--- src/rtl/dvrt_pkg.sv ---
// dvrt_pkg: types, codes and constants of the distance-vector route table
// no dependencies
package dvrt_pkg;
	localparam int unsigned NODES = 8;
	localparam int unsigned IW = $clog2(NODES);
	localparam int unsigned CW = 12;
	localparam int unsigned MW = 4;
	localparam logic [CW-1:0] COST_INF = {CW{1'b1}};
	localparam logic [MW-1:0] CNT_MAX = {MW{1'b1}};

	typedef enum logic [2:0] {
		REQ_VECTOR = 3'd0,
		REQ_LINK = 3'd1,
		REQ_TICK = 3'd2,
		REQ_READ = 3'd3,
		REQ_DISABLE = 3'd4,
		REQ_RESTART = 3'd5
	} req_code_t;

	typedef enum logic [1:0] {
		ST_DONE_CODE = 2'd0,
		ST_IGNORED = 2'd1,
		ST_BUFFERED = 2'd2
	} status_code_t;

	localparam logic [1:0] CFG_SELF = 2'd0;
	localparam logic [1:0] CFG_MASK = 2'd1;
	localparam logic [1:0] CFG_TIMEOUT = 2'd2;

	typedef enum logic [1:0] {
		S_IDLE,
		S_EXEC,
		S_WALK,
		S_DONE
	} state_t;

	typedef struct packed {
		logic capture;
		logic exec;
		logic walk;
		logic finish;
		logic [IW-1:0] idx;
	} cmd_t;

	typedef struct packed {
		logic need_walk;
	} sts_t;

	typedef struct packed {
		logic [2:0] req_type;
		logic [IW-1:0] node_id;
		logic [IW-1:0] dest_id;
		logic [CW-1:0] entry_cost;
		logic last_entry;
		logic periodic;
		logic [CW-1:0] link_cost;
	} req_t;
endpackage

--- src/rtl/distance_vector_route_table.sv ---
// channel   | handshake            | payload
// request   | in_valid / in_ready  | req_type node_id dest_id entry_cost last_entry periodic link_cost
// result    | out_valid / out_ready| status next_hop route_cost reachable live_mask timed_out_mask
// config    | cfg_we               | cfg_idx cfg_wdata
// one request at a time; the 8-entry table walk runs in addition on these requests
// (last vector entry, dropped neighbour, tick)
// a new request is taken while the previous result still waits in the output register
// a stalled result holds the sequencer in its final state
// arst_n clears all tables to their startup values at once
module distance_vector_route_table (
	input  logic clk,
	input  logic arst_n,
	input  logic cfg_we,
	input  logic [1:0] cfg_idx,
	input  logic [7:0] cfg_wdata,
	input  logic in_valid,
	output logic in_ready,
	input  logic [2:0] req_type,
	input  logic [dvrt_pkg::IW-1:0] node_id,
	input  logic [dvrt_pkg::IW-1:0] dest_id,
	input  logic [dvrt_pkg::CW-1:0] entry_cost,
	input  logic last_entry,
	input  logic periodic,
	input  logic [dvrt_pkg::CW-1:0] link_cost,
	output logic out_valid,
	input  logic out_ready,
	output logic [1:0] status,
	output logic [dvrt_pkg::IW-1:0] next_hop,
	output logic [dvrt_pkg::CW-1:0] route_cost,
	output logic reachable,
	output logic [dvrt_pkg::NODES-1:0] live_mask,
	output logic [dvrt_pkg::NODES-1:0] timed_out_mask
);
	import dvrt_pkg::*;

	cmd_t cmd;
	sts_t sts;
	req_t req_in;

	always_comb begin
		req_in.req_type = req_type;
		req_in.node_id = node_id;
		req_in.dest_id = dest_id;
		req_in.entry_cost = entry_cost;
		req_in.last_entry = last_entry;
		req_in.periodic = periodic;
		req_in.link_cost = link_cost;
	end

	dvrt_ctrl u_ctrl (
		.clk(clk),
		.arst_n(arst_n),
		.in_valid(in_valid),
		.in_ready(in_ready),
		.out_valid(out_valid),
		.out_ready(out_ready),
		.sts(sts),
		.cmd(cmd)
	);

	dvrt_dp u_dp (
		.clk(clk),
		.arst_n(arst_n),
		.cfg_we(cfg_we),
		.cfg_idx(cfg_idx),
		.cfg_wdata(cfg_wdata),
		.req_in(req_in),
		.cmd(cmd),
		.sts(sts),
		.status(status),
		.next_hop(next_hop),
		.route_cost(route_cost),
		.reachable(reachable),
		.live_mask(live_mask),
		.timed_out_mask(timed_out_mask)
	);
endmodule

--- src/rtl/dvrt_ctrl.sv ---
// dvrt_ctrl: sequencer of accept, execute, table walk and result load
// depends on dvrt_pkg
module dvrt_ctrl (
	input  logic clk,
	input  logic arst_n,
	input  logic in_valid,
	output logic in_ready,
	output logic out_valid,
	input  logic out_ready,
	input  dvrt_pkg::sts_t sts,
	output dvrt_pkg::cmd_t cmd
);
	import dvrt_pkg::*;

	state_t state_q, state_d;
	logic [IW-1:0] idx_q;
	logic out_valid_q;
	logic slot_free;

	assign slot_free = !out_valid_q || out_ready;
	assign out_valid = out_valid_q;

	always_comb begin
		state_d = state_q;
		unique case (state_q)
			S_IDLE: if (in_valid) state_d = S_EXEC;
			S_EXEC: state_d = sts.need_walk ? S_WALK : S_DONE;
			S_WALK: if (idx_q == IW'(NODES - 1)) state_d = S_DONE;
			S_DONE: if (slot_free) state_d = S_IDLE;
			default: state_d = S_IDLE;
		endcase
	end

	always_comb begin
		in_ready = (state_q == S_IDLE);
		cmd.capture = (state_q == S_IDLE) && in_valid;
		cmd.exec = (state_q == S_EXEC);
		cmd.walk = (state_q == S_WALK);
		cmd.finish = (state_q == S_DONE) && slot_free;
		cmd.idx = idx_q;
	end

	always_ff @(posedge clk or negedge arst_n) begin
		if (!arst_n) begin
			state_q <= S_IDLE;
			idx_q <= '0;
			out_valid_q <= 1'b0;
		end else begin
			state_q <= state_d;
			if (state_q == S_WALK) idx_q <= idx_q + 1'b1;
			else idx_q <= '0;
			if (cmd.finish) out_valid_q <= 1'b1;
			else if (out_ready) out_valid_q <= 1'b0;
		end
	end
endmodule

--- src/rtl/dvrt_dp.sv ---
// dvrt_dp: route tables, neighbour state, vector buffer and result register
// depends on dvrt_pkg; driven by dvrt_ctrl commands
module dvrt_dp (
	input  logic clk,
	input  logic arst_n,
	input  logic cfg_we,
	input  logic [1:0] cfg_idx,
	input  logic [7:0] cfg_wdata,
	input  dvrt_pkg::req_t req_in,
	input  dvrt_pkg::cmd_t cmd,
	output dvrt_pkg::sts_t sts,
	output logic [1:0] status,
	output logic [dvrt_pkg::IW-1:0] next_hop,
	output logic [dvrt_pkg::CW-1:0] route_cost,
	output logic reachable,
	output logic [dvrt_pkg::NODES-1:0] live_mask,
	output logic [dvrt_pkg::NODES-1:0] timed_out_mask
);
	import dvrt_pkg::*;

	logic [IW-1:0] self_q;
	logic [NODES-1:0] nmask_q;
	logic [MW-1:0] timeout_q;
	req_t req_q;

	logic [CW-1:0] cost_q [NODES], cost_d [NODES];
	logic [IW-1:0] hop_q [NODES], hop_d [NODES];
	logic [NODES-1:0] hh_q, hh_d;
	logic [MW-1:0] cnt_q [NODES], cnt_d [NODES];
	logic [CW-1:0] buf_q [NODES], buf_d [NODES];
	logic [NODES-1:0] live_q, live_d;
	logic [NODES-1:0] kill_q, kill_d;
	logic relax_q, relax_d;
	logic [CW-1:0] link_q, link_d;

	logic [1:0] rstat_q, rstat_d;
	logic [IW-1:0] rhop_q, rhop_d;
	logic [CW-1:0] rcost_q, rcost_d;
	logic [NODES-1:0] dead_q, dead_d;

	logic [1:0] ostat_q;
	logic [IW-1:0] ohop_q;
	logic [CW-1:0] ocost_q;
	logic oreach_q;
	logic [NODES-1:0] olive_q, odead_q;

	logic nlive;
	logic [CW-1:0] vlink;
	logic [MW-1:0] inc;
	logic [IW-1:0] c;
	logic [CW:0] sum;
	logic [CW-1:0] s, r;
	logic h;

	assign nlive = live_q[req_q.node_id];

	always_comb begin
		cost_d = cost_q;
		hop_d = hop_q;
		hh_d = hh_q;
		cnt_d = cnt_q;
		buf_d = buf_q;
		live_d = live_q;
		kill_d = kill_q;
		relax_d = relax_q;
		link_d = link_q;
		rstat_d = rstat_q;
		rhop_d = rhop_q;
		rcost_d = rcost_q;
		dead_d = dead_q;
		sts.need_walk = 1'b0;
		vlink = (req_q.dest_id == self_q) ? req_q.entry_cost : buf_q[self_q];
		inc = '0;
		c = cmd.idx;
		sum = {1'b0, link_q} + {1'b0, buf_q[c]};
		s = (sum >= {1'b0, COST_INF}) ? COST_INF : sum[CW-1:0];
		r = cost_q[c];
		h = hh_q[c];

		if (cmd.exec) begin
			rstat_d = ST_DONE_CODE;
			rhop_d = '0;
			rcost_d = '0;
			dead_d = '0;
			kill_d = '0;
			relax_d = 1'b0;
			unique case (req_q.req_type)
				REQ_VECTOR: begin
					if (!nlive) begin
						rstat_d = ST_IGNORED;
					end else begin
						buf_d[req_q.dest_id] = req_q.entry_cost;
						if (!req_q.last_entry) begin
							rstat_d = ST_BUFFERED;
						end else begin
							if (req_q.periodic) cnt_d[req_q.node_id] = '0;
							sts.need_walk = 1'b1;
							if (vlink == COST_INF) begin
								kill_d[req_q.node_id] = 1'b1;
								live_d[req_q.node_id] = 1'b0;
								cnt_d[req_q.node_id] = '0;
								for (int i = 0; i < NODES; i++) buf_d[i] = COST_INF;
							end else begin
								relax_d = 1'b1;
								link_d = vlink;
								cost_d[req_q.node_id] = vlink;
								hop_d[req_q.node_id] = req_q.node_id;
								hh_d[req_q.node_id] = 1'b1;
							end
						end
					end
				end
				REQ_LINK: begin
					if (!nlive) begin
						rstat_d = ST_IGNORED;
					end else if (req_q.link_cost == COST_INF) begin
						sts.need_walk = 1'b1;
						kill_d[req_q.node_id] = 1'b1;
						live_d[req_q.node_id] = 1'b0;
						cnt_d[req_q.node_id] = '0;
					end else begin
						cost_d[req_q.node_id] = req_q.link_cost;
						hop_d[req_q.node_id] = req_q.node_id;
						hh_d[req_q.node_id] = 1'b1;
					end
				end
				REQ_TICK: begin
					sts.need_walk = 1'b1;
					for (int i = 0; i < NODES; i++) begin
						if (live_q[i]) begin
							inc = (cnt_q[i] == CNT_MAX) ? CNT_MAX : cnt_q[i] + 1'b1;
							if (inc >= timeout_q) begin
								kill_d[i] = 1'b1;
								dead_d[i] = 1'b1;
								live_d[i] = 1'b0;
								cnt_d[i] = '0;
							end else begin
								cnt_d[i] = inc;
							end
						end
					end
				end
				REQ_READ: begin
					rcost_d = cost_q[req_q.dest_id];
					if (hh_q[req_q.dest_id]) rhop_d = hop_q[req_q.dest_id];
					else if (req_q.dest_id == self_q) rhop_d = self_q;
				end
				REQ_DISABLE: begin
					if (!nlive) begin
						rstat_d = ST_IGNORED;
					end else begin
						sts.need_walk = 1'b1;
						kill_d[req_q.node_id] = 1'b1;
						live_d[req_q.node_id] = 1'b0;
						cnt_d[req_q.node_id] = '0;
					end
				end
				REQ_RESTART: begin
					for (int i = 0; i < NODES; i++) begin
						cost_d[i] = COST_INF;
						hop_d[i] = '0;
						cnt_d[i] = '0;
						buf_d[i] = COST_INF;
					end
					hh_d = '0;
					live_d = nmask_q;
					live_d[self_q] = 1'b0;
					cost_d[self_q] = '0;
					hop_d[self_q] = self_q;
				end
				default: rstat_d = ST_IGNORED;
			endcase
		end

		if (cmd.walk) begin
			if (relax_q) begin
				if (c != self_q && c != req_q.node_id) begin
					if (h && hop_q[c] == req_q.node_id) begin
						if (buf_q[c] == COST_INF) begin
							r = COST_INF;
							h = 1'b0;
						end else begin
							r = s;
							h = (s != COST_INF);
						end
					end
					if (buf_q[c] != COST_INF && s < r) begin
						r = s;
						h = 1'b1;
						hop_d[c] = req_q.node_id;
					end
					cost_d[c] = r;
					hh_d[c] = h;
				end
			end else if (kill_q[c] || (h && kill_q[hop_q[c]])) begin
				cost_d[c] = COST_INF;
				hh_d[c] = 1'b0;
			end
		end

		if (cmd.finish && relax_q) begin
			for (int i = 0; i < NODES; i++) buf_d[i] = COST_INF;
		end
	end

	always_ff @(posedge clk or negedge arst_n) begin
		if (!arst_n) begin
			self_q <= '0;
			nmask_q <= '0;
			timeout_q <= MW'(4);
			hh_q <= '0;
			live_q <= '0;
			kill_q <= '0;
			relax_q <= 1'b0;
			for (int i = 0; i < NODES; i++) begin
				cost_q[i] <= COST_INF;
				hop_q[i] <= '0;
				cnt_q[i] <= '0;
				buf_q[i] <= COST_INF;
			end
		end else begin
			if (cfg_we) begin
				unique case (cfg_idx)
					CFG_SELF: self_q <= cfg_wdata[IW-1:0];
					CFG_MASK: nmask_q <= cfg_wdata[NODES-1:0];
					CFG_TIMEOUT: timeout_q <= cfg_wdata[MW-1:0];
					default: ;
				endcase
			end
			cost_q <= cost_d;
			hop_q <= hop_d;
			hh_q <= hh_d;
			cnt_q <= cnt_d;
			buf_q <= buf_d;
			live_q <= live_d;
			kill_q <= kill_d;
			relax_q <= relax_d;
		end
	end

	always_ff @(posedge clk) begin
		if (cmd.capture) req_q <= req_in;
		link_q <= link_d;
		rstat_q <= rstat_d;
		rhop_q <= rhop_d;
		rcost_q <= rcost_d;
		dead_q <= dead_d;
		if (cmd.finish) begin
			ostat_q <= rstat_q;
			ohop_q <= rhop_q;
			ocost_q <= rcost_q;
			oreach_q <= (req_q.req_type == REQ_READ) && (rcost_q != COST_INF);
			olive_q <= live_q;
			odead_q <= dead_q;
		end
	end

	assign status = ostat_q;
	assign next_hop = ohop_q;
	assign route_cost = ocost_q;
	assign reachable = oreach_q;
	assign live_mask = olive_q;
	assign timed_out_mask = odead_q;
endmodule

--- config.mk ---
export PLATFORM = sky130hd
export DESIGN_NAME = distance_vector_route_table
export DESIGN_NICKNAME = d
export VERILOG_FILES = /design/src/rtl/dvrt_pkg.sv /design/src/rtl/distance_vector_route_table.sv /design/src/rtl/dvrt_ctrl.sv /design/src/rtl/dvrt_dp.sv
export SDC_FILE = /design/constraint.sdc
export NUM_CORES = 1
export LEC_CHECK = 0
export BUFFER_PORTS_ARGS = -buffer_cell sky130_fd_sc_hd__buf_2
export CELL_PAD_IN_SITES_DETAIL_PLACEMENT = 0
export CELL_PAD_IN_SITES_GLOBAL_PLACEMENT = 2
export CORE_ASPECT_RATIO = 1.75
export CORE_MARGIN = 2
export CORE_UTILIZATION = 37
export CTS_CLUSTER_SIZE = 28
export DETAILED_ROUTE_END_ITERATION = 7
export PLACE_DENSITY_LB_ADDON = 0.1
export RECOVER_POWER = 25
export SLEW_MARGIN = 20
export SYNTH_ARGS = -nofsm -noshare
export SYNTH_HDL_FRONTEND = slang
export SYNTH_SLANG_ARGS = --single-unit
--- constraint.sdc ---
create_clock -name clk -period 5.6 [get_ports clk]
set_input_delay 0.56 -clock clk [delete_from_list [all_inputs] [get_ports clk]]
set_output_delay 0.56 -clock clk [all_outputs]
set_load 0.02 [all_outputs]
# Word level (Yosys, flattened, before mapping)
# Cells that the tools add are included.
classes:
  muxes: 220
  n_bitwise: 18
  reduce_logical: 42
  n_lt_le_gt_ge: 26
  addsub: 10
  n_eq_ne: 47
op_table:
  columns: ["operator", "count"]
  rows:
  - ["96-bit two-way mux", 15]
  - ["96-bit bitwise mux", 4]
  - ["32-bit two-way mux", 11]
  - ["96-bit case mux with 3 select lines", 1]
  - ["12-bit two-way mux", 23]
  - ["24-bit two-way mux", 10]
  - ["96-bit case mux with 2 select lines", 1]
  - ["8-bit two-way mux", 22]
  - ["32-bit case mux with 5 select lines", 1]
  - ["12-bit binary-select mux with 3-bit select", 4]
  - ["12-bit demux with 3-bit select", 4]
  - ["4-bit two-way mux", 25]
  - ["96-bit NOT", 1]
  - ["96-bit OR", 1]
  - ["24-bit case mux with 3 select lines", 1]
  - ["8-bit AND reduction", 9]
  - ["32-bit AND", 2]
  - ["1-bit two-way mux", 60]
  - ["24-bit bitwise mux", 2]
  - ["8-bit case mux with 5 select lines", 1]
  - ["12-bit equality test, second input constant", 3]
  - ["12-bit != test, second input constant", 3]
  - ["4-bit by 1-bit adder with 4-bit output, second input constant", 8]
  - ["4-bit equality test, second input constant", 8]
  - ["52 further kinds", 143]
word_totals:
  wordCells: 423
  input_bits: 50
  ff_bits: 400

# Longest topological paths before layout
depth:
  word_depth: 22
  mapped_depth: 30
  depth_no_buf: 24

# Hierarchy
# Synthesis repeated with hierarchy kept, for this count alone.
hier_totals:
  cells_unflattened: 2734
  hier_area_um2: 26265.2
by_module_without_submodules:
  columns: ["module", "seq_area_each_um2", "cells_each", "area_each_um2", "instances"]
  rows:
  - ["dvrt_dp", 10631.4, 2705, 25902.3, 1]
  - ["dvrt_ctrl", 150.1, 29, 362.8, 1]

# Worst setup path before layout
# Ideal clock, no wire load.
synth_path:
  path_kind: "register to register"
  start: "register u_ctrl.idx_q[2]"
  end: "register u_dp.hop_q[0] (netlist name)"
  setup_slack_ps: -219
  setup_ps: 123
  arrival_ps: 5696
  stages_incl_launch_ff: 28
  path_cell_list: "dfrtp_1 buf_2 buf_2 buf_2 mux2i_1 o22a_1 o21ai_0 ha_1 inv_1 fa_1 xor2_1 or4b_2 nor4_1 nand4_1 clkbuf_1 nand4_1 o21ai_0 ha_1 a21o_1 a21o_1 a21o_1 a211oi_1 o21a_1 nand2_1 nor2_4 clkbuf_1 nand2_1 o221a_2"
synth_rtl:
  columns: ["element", "line_no", "source"]
  rows:
  - ["start: declaration", "dvrt_ctrl.sv:16", "logic [IW-1:0] idx_q;"]
  - ["start signal: assignment", "dvrt_ctrl.sv:50", "if (state_q == S_WALK) idx_q <= idx_q + 1'b1;"]
  - ["end signal: assignment", "dvrt_dp.sv:231", "hop_q <= hop_d;"]
  - ["end: declaration", "dvrt_dp.sv:27", "logic [IW-1:0] hop_q [NODES], hop_d [NODES];"]

==> metrics.yaml <==
status:
  status: "finished with violations"
  violations: "capacitance limit, slew limit"
place:
  port_buffers: 85
  hpwl_mm: 93.4
  routabilityCongestion: 0.923
global_routing:
  grt_start_max_net_pins: 112
  gr-total-overflow: 0
  grt_use_total_pct: 35.3
  grt_pass1_wl_mm: 192
  first_global_vias: 25984
  antenna_found_initial: 2
sta:
  finalSetupTns_ns: 0
  grt_setup_unrepaired: "true"
  report.final.slew_viol_count: 111
  worstMarginPinSlew_ns: 3.16
  setup_violations: 0
  fin_crit_sh_pct: 97.4
  slew-limit-headroom_pct: -111
  fin_worst_skew_ns: 0.0338
  fmax_mhz: 183
  hold_violations: 0
  finalCriticalPeriod_ns: 5.45
clock_network:
  cts_tree: "yes"
  cts_hold_buf: 0
  h-tree-depth: 2
  cts_root_buffer: "clkbuf_16"
  clk-insertion-delay-late_ns: 0.64
  clk_pin_slew_worst_paths_ns: 0.07
  clkSinkCount: 400
  cts_inserted_buffers: 44
  clock_path_buffers: 3
pwr:
  powerDensity_nw_per_um2: 635
  clockPowerShare_pct: 15.6
  peakVddDrop_mv: 0.509
  p_int_mw: 11.0
  power_switching_mw: 9.21
  seqPwrFrac_pct: 27.9
  p_sw_share_pct: 45.6
  pwr-share-comb_pct: 56.5
  power_leakage_nw: 12.3
layout:
  num_antenna_cells: 0
  areaGrowthSynthToFinish_pct: 19.0
  nFillCells: 6906
  fin_util_pct: 44.4
  final_common_cell: "buf_4"
  final_cell_mix: "buf_4, nor2_1, dfstp_2"
  drive_gt1_share_pct: 30.2
  nNetsFinal: 3052
routing:
  wl_per_cell_um: 34.6
  dr.pass1.iters: 8
  drt_iter0_markers: 2700
  vias: 26044
  drt-total-wl_mm: 135
  drc: 0
  ant_nets: 0
  vias_per_cell: 6.69
worst_hold_path:
  hp-class: "in2reg"
  min_from: "entry_cost[0]"
  hold_path_end: "u_dp.req_q[14]$_DFFE_PP_"
  min_path_cells: 1
critical_path:
  r2r-start: "u_ctrl.idx_q[2]$_DFF_PN0_"
  critPathBufInv: 3
  r2r_cells: 20
  path_class: "reg2reg"
  path_cells: "buf_4, buf_4, mux2_2, a221o_1, a21oi_1, xnor2_1, or3_1, nand2_1, o21ai_0, ha_1, a21o_1, a21o_1, a21o_1, a211oi_2, o21a_1, nand2_4, nor2_4, buf_12, nand2_1, mux2_2"
  crit_top_cell: "a21o_1"
  required_ns: 6.09
  start_kind: "flop"
  critPathArrivalTime_ns: 5.95
  path_depth: 20
  r2r_slack_ns: 0.15
  max_stage_delay_ns: 0.49
  critPathMaxFanout: 29
  critPathSlowestCell: "or3_1"
  timing.rr.end: "u_dp.hop_q[12]$_DFF_PN0_"
  end_kind: "flop"
  cp_top_family: "compound AO/OA/AOI/OAI gates"
flow_run:
  drv_cap: 1
synthesis:
  netlist_instances: 2762
  yosys_warnings: 0
  synth_edf_count: 106
  seq_area_frac_synth_pct: 40.3
  synth_nets: 2882
  async_flop_share_pct: 73.5
  syn-cell-area_um2: 26800
  synth_seq_cells: 400
  ys_types: 96
  synthFlopType: "dfstp_2"
  avgSynthCellArea_um2: 9.69
die:
  initial_utilization_pct: 37.3
  die_x_um: 207
  rows: 130
  die-area_um2: 74600
  pin_count: 86
  coreArea_um2: 71700
  die_height_um: 360
[worst register-to-register path, cell delays in order (launching register included)]
cell and delay, ns:
dfrtp_4 0.44, buf_4 0.17, buf_4 0.43, mux2_2 0.41, a221o_1 0.30, a21oi_1 0.23, xnor2_1 0.23, or3_1 0.49
nand2_1 0.24, o21ai_0 0.18, ha_1 0.35, a21o_1 0.16, a21o_1 0.17, a21o_1 0.16, a211oi_2 0.20, o21a_1 0.23
nand2_4 0.11, nor2_4 0.19, buf_12 0.18, nand2_1 0.13, mux2_2 0.30
[timing repair]
| action | CTS | global route |
|---|---|---|
| cloned | 2 | 0 |
| pin swaps | 15 | 39 |
| buffers inserted | 16 | 4 |
| setup endpoints to repair | 128 | 128 |
| gates resized for setup | 55 | 73 |
[cell usage after synthesis (11+ instances only)]
cell type  count  share of area [%]
nand2_1      181                2.5
nor3b_1       11               0.31
buf_1         30               0.42
o22ai_1       82                1.9
a21oi_1       89                1.7
o21ai_0      198                3.7
a31oi_1       42               0.98
nand3_1       52               0.97
edfxtp_1     106                 12
o21ai_1       18               0.34
buf_2         59                1.1
o221ai_1      52                1.7
nor2b_1       18               0.42
a22oi_1      138                3.9
nor4_1        14               0.33
mux2_2        65                2.7
a221oi_1      29               0.95
dfstp_2      193                 19
o2bb2ai_1     17               0.56
ha_1          69                3.2
mux4_2        27                2.3
mux2i_1      115                4.3
o211ai_1      11               0.31
o22a_1       107                3.5
a31o_2        12               0.39
inv_1         54               0.76
nand3b_1      21               0.59
dfrtp_1      101                9.4
a22o_1        17               0.56
nand2b_1      78                1.8
a21o_1        55                1.5
buf_4         17               0.48
nor3_1        21               0.39
and3_1        24               0.56
nand4_1       29               0.68
nor2_1       211                3.0
clkbuf_1     129                1.8
o21a_1        42                1.2
and2_1        27               0.63
and3b_1       16               0.52
[per-stage QoR]
step,instances,hold WS [ns],cell area (um^2),worst slack [ns],power [mW]
2_1_floorplan,2762,0.264,26800,0.00646,11.1
3_3_place_gp,3790,0.401,29600,-0.204,15.8
3_5_place_dp,3790,0.405,29600,-0.231,16.0
4_1_cts,3890,0.0690,31500,-0.00631,19.8
5_1_grt,3892,0.0771,31900,-0.0384,21.1
6_report,3892,0.0925,31900,0.146,20.2
[flip-flops by register name, indices dropped and copies added (netlist names), 2 cells and up]
register,flops
u_dp.self_q,3
u_dp.live_q,8
u_ctrl.idx_q,3
u_dp.cost_q,96
u_dp.rcost_q,12
u_dp.cnt_q,32
u_dp.req_q,35
u_dp.hh_q,8
u_dp.route_cost,12
u_dp.rhop_q,3
u_dp.status,2
u_dp.buf_q,96
u_dp.next_hop,3
u_dp.timeout_q,4
u_dp.link_q,12
u_dp.dead_q,8
u_dp.nmask_q,8
u_dp.kill_q,8
u_dp.live_mask,8
u_ctrl.state_q,2
u_dp.timed_out_mask,8
u_dp.hop_q,24
u_dp.rstat_q,2
[power groups by stage]
stage	sequential (mW)	combinational, mW	clock (mW)
global placement	5.60	10.2	0
floorplan	5.18	5.87	0
global route	5.74	12.1	3.30
finish	5.65	11.4	3.15
CTS	5.59	11.0	3.21
detailed placement	5.63	10.4	0
[per-layer routing]
metal,routed length (um),up-vias,global-route usage (%)
met1,46200,12965,38.0
met4,14200,2,30.4
met3,9620,576,6.75
li1,-,10998,-
met5,12,-,0
met2,64500,1503,59.2
[cell families after synthesis]
logic type	count (synthesis)	synth area share, %
AO/OA/AOI/OAI	1031	27.8
AND/OR/NAND/NOR	739	13.8
flip-flops	400	40.3
buffers and inverters	296	4.87
multiplexers	209	9.44
adder cells (fa/ha/maj)	70	3.30
XOR/XNOR	17	0.556
[worst max path at each step]
stage	endpoint	from	slack [ns]
finish	u_dp.hop_q[12]$_DFF_PN0_	u_ctrl.idx_q[2]$_DFF_PN0_	0.15
global route	u_dp.hop_q[12]$_DFF_PN0_	u_ctrl.idx_q[1]$_DFF_PN0_	-0.04
CTS	u_dp.hop_q[17]$_DFF_PN0_	u_ctrl.idx_q[2]$_DFF_PN0_	-0.006
detailed placement	u_dp.hh_q[3]$_DFF_PN0_	u_ctrl.idx_q[1]$_DFF_PN0_	-0.23
global placement	u_dp.cost_q[77]$_DFF_PN1_	u_ctrl.idx_q[1]$_DFF_PN0_	-0.20
floorplan	u_dp.cost_q[92]$_DFF_PN1_	u_ctrl.idx_q[0]$_DFF_PN0_	0.006
[cell type report]
class	instances	area, um^2	area share, %
repair buffers	365	2830	8.89
inverters	55	206	0.648
multi-input cells	2066	15400	48.2
clock inverters	25	289	0.907
well taps	924	1160	3.63
clock buffers	57	1220	3.83
flip-flops and latches	400	10800	33.9
No activity file was read; power rests on OpenSTA's default activity.
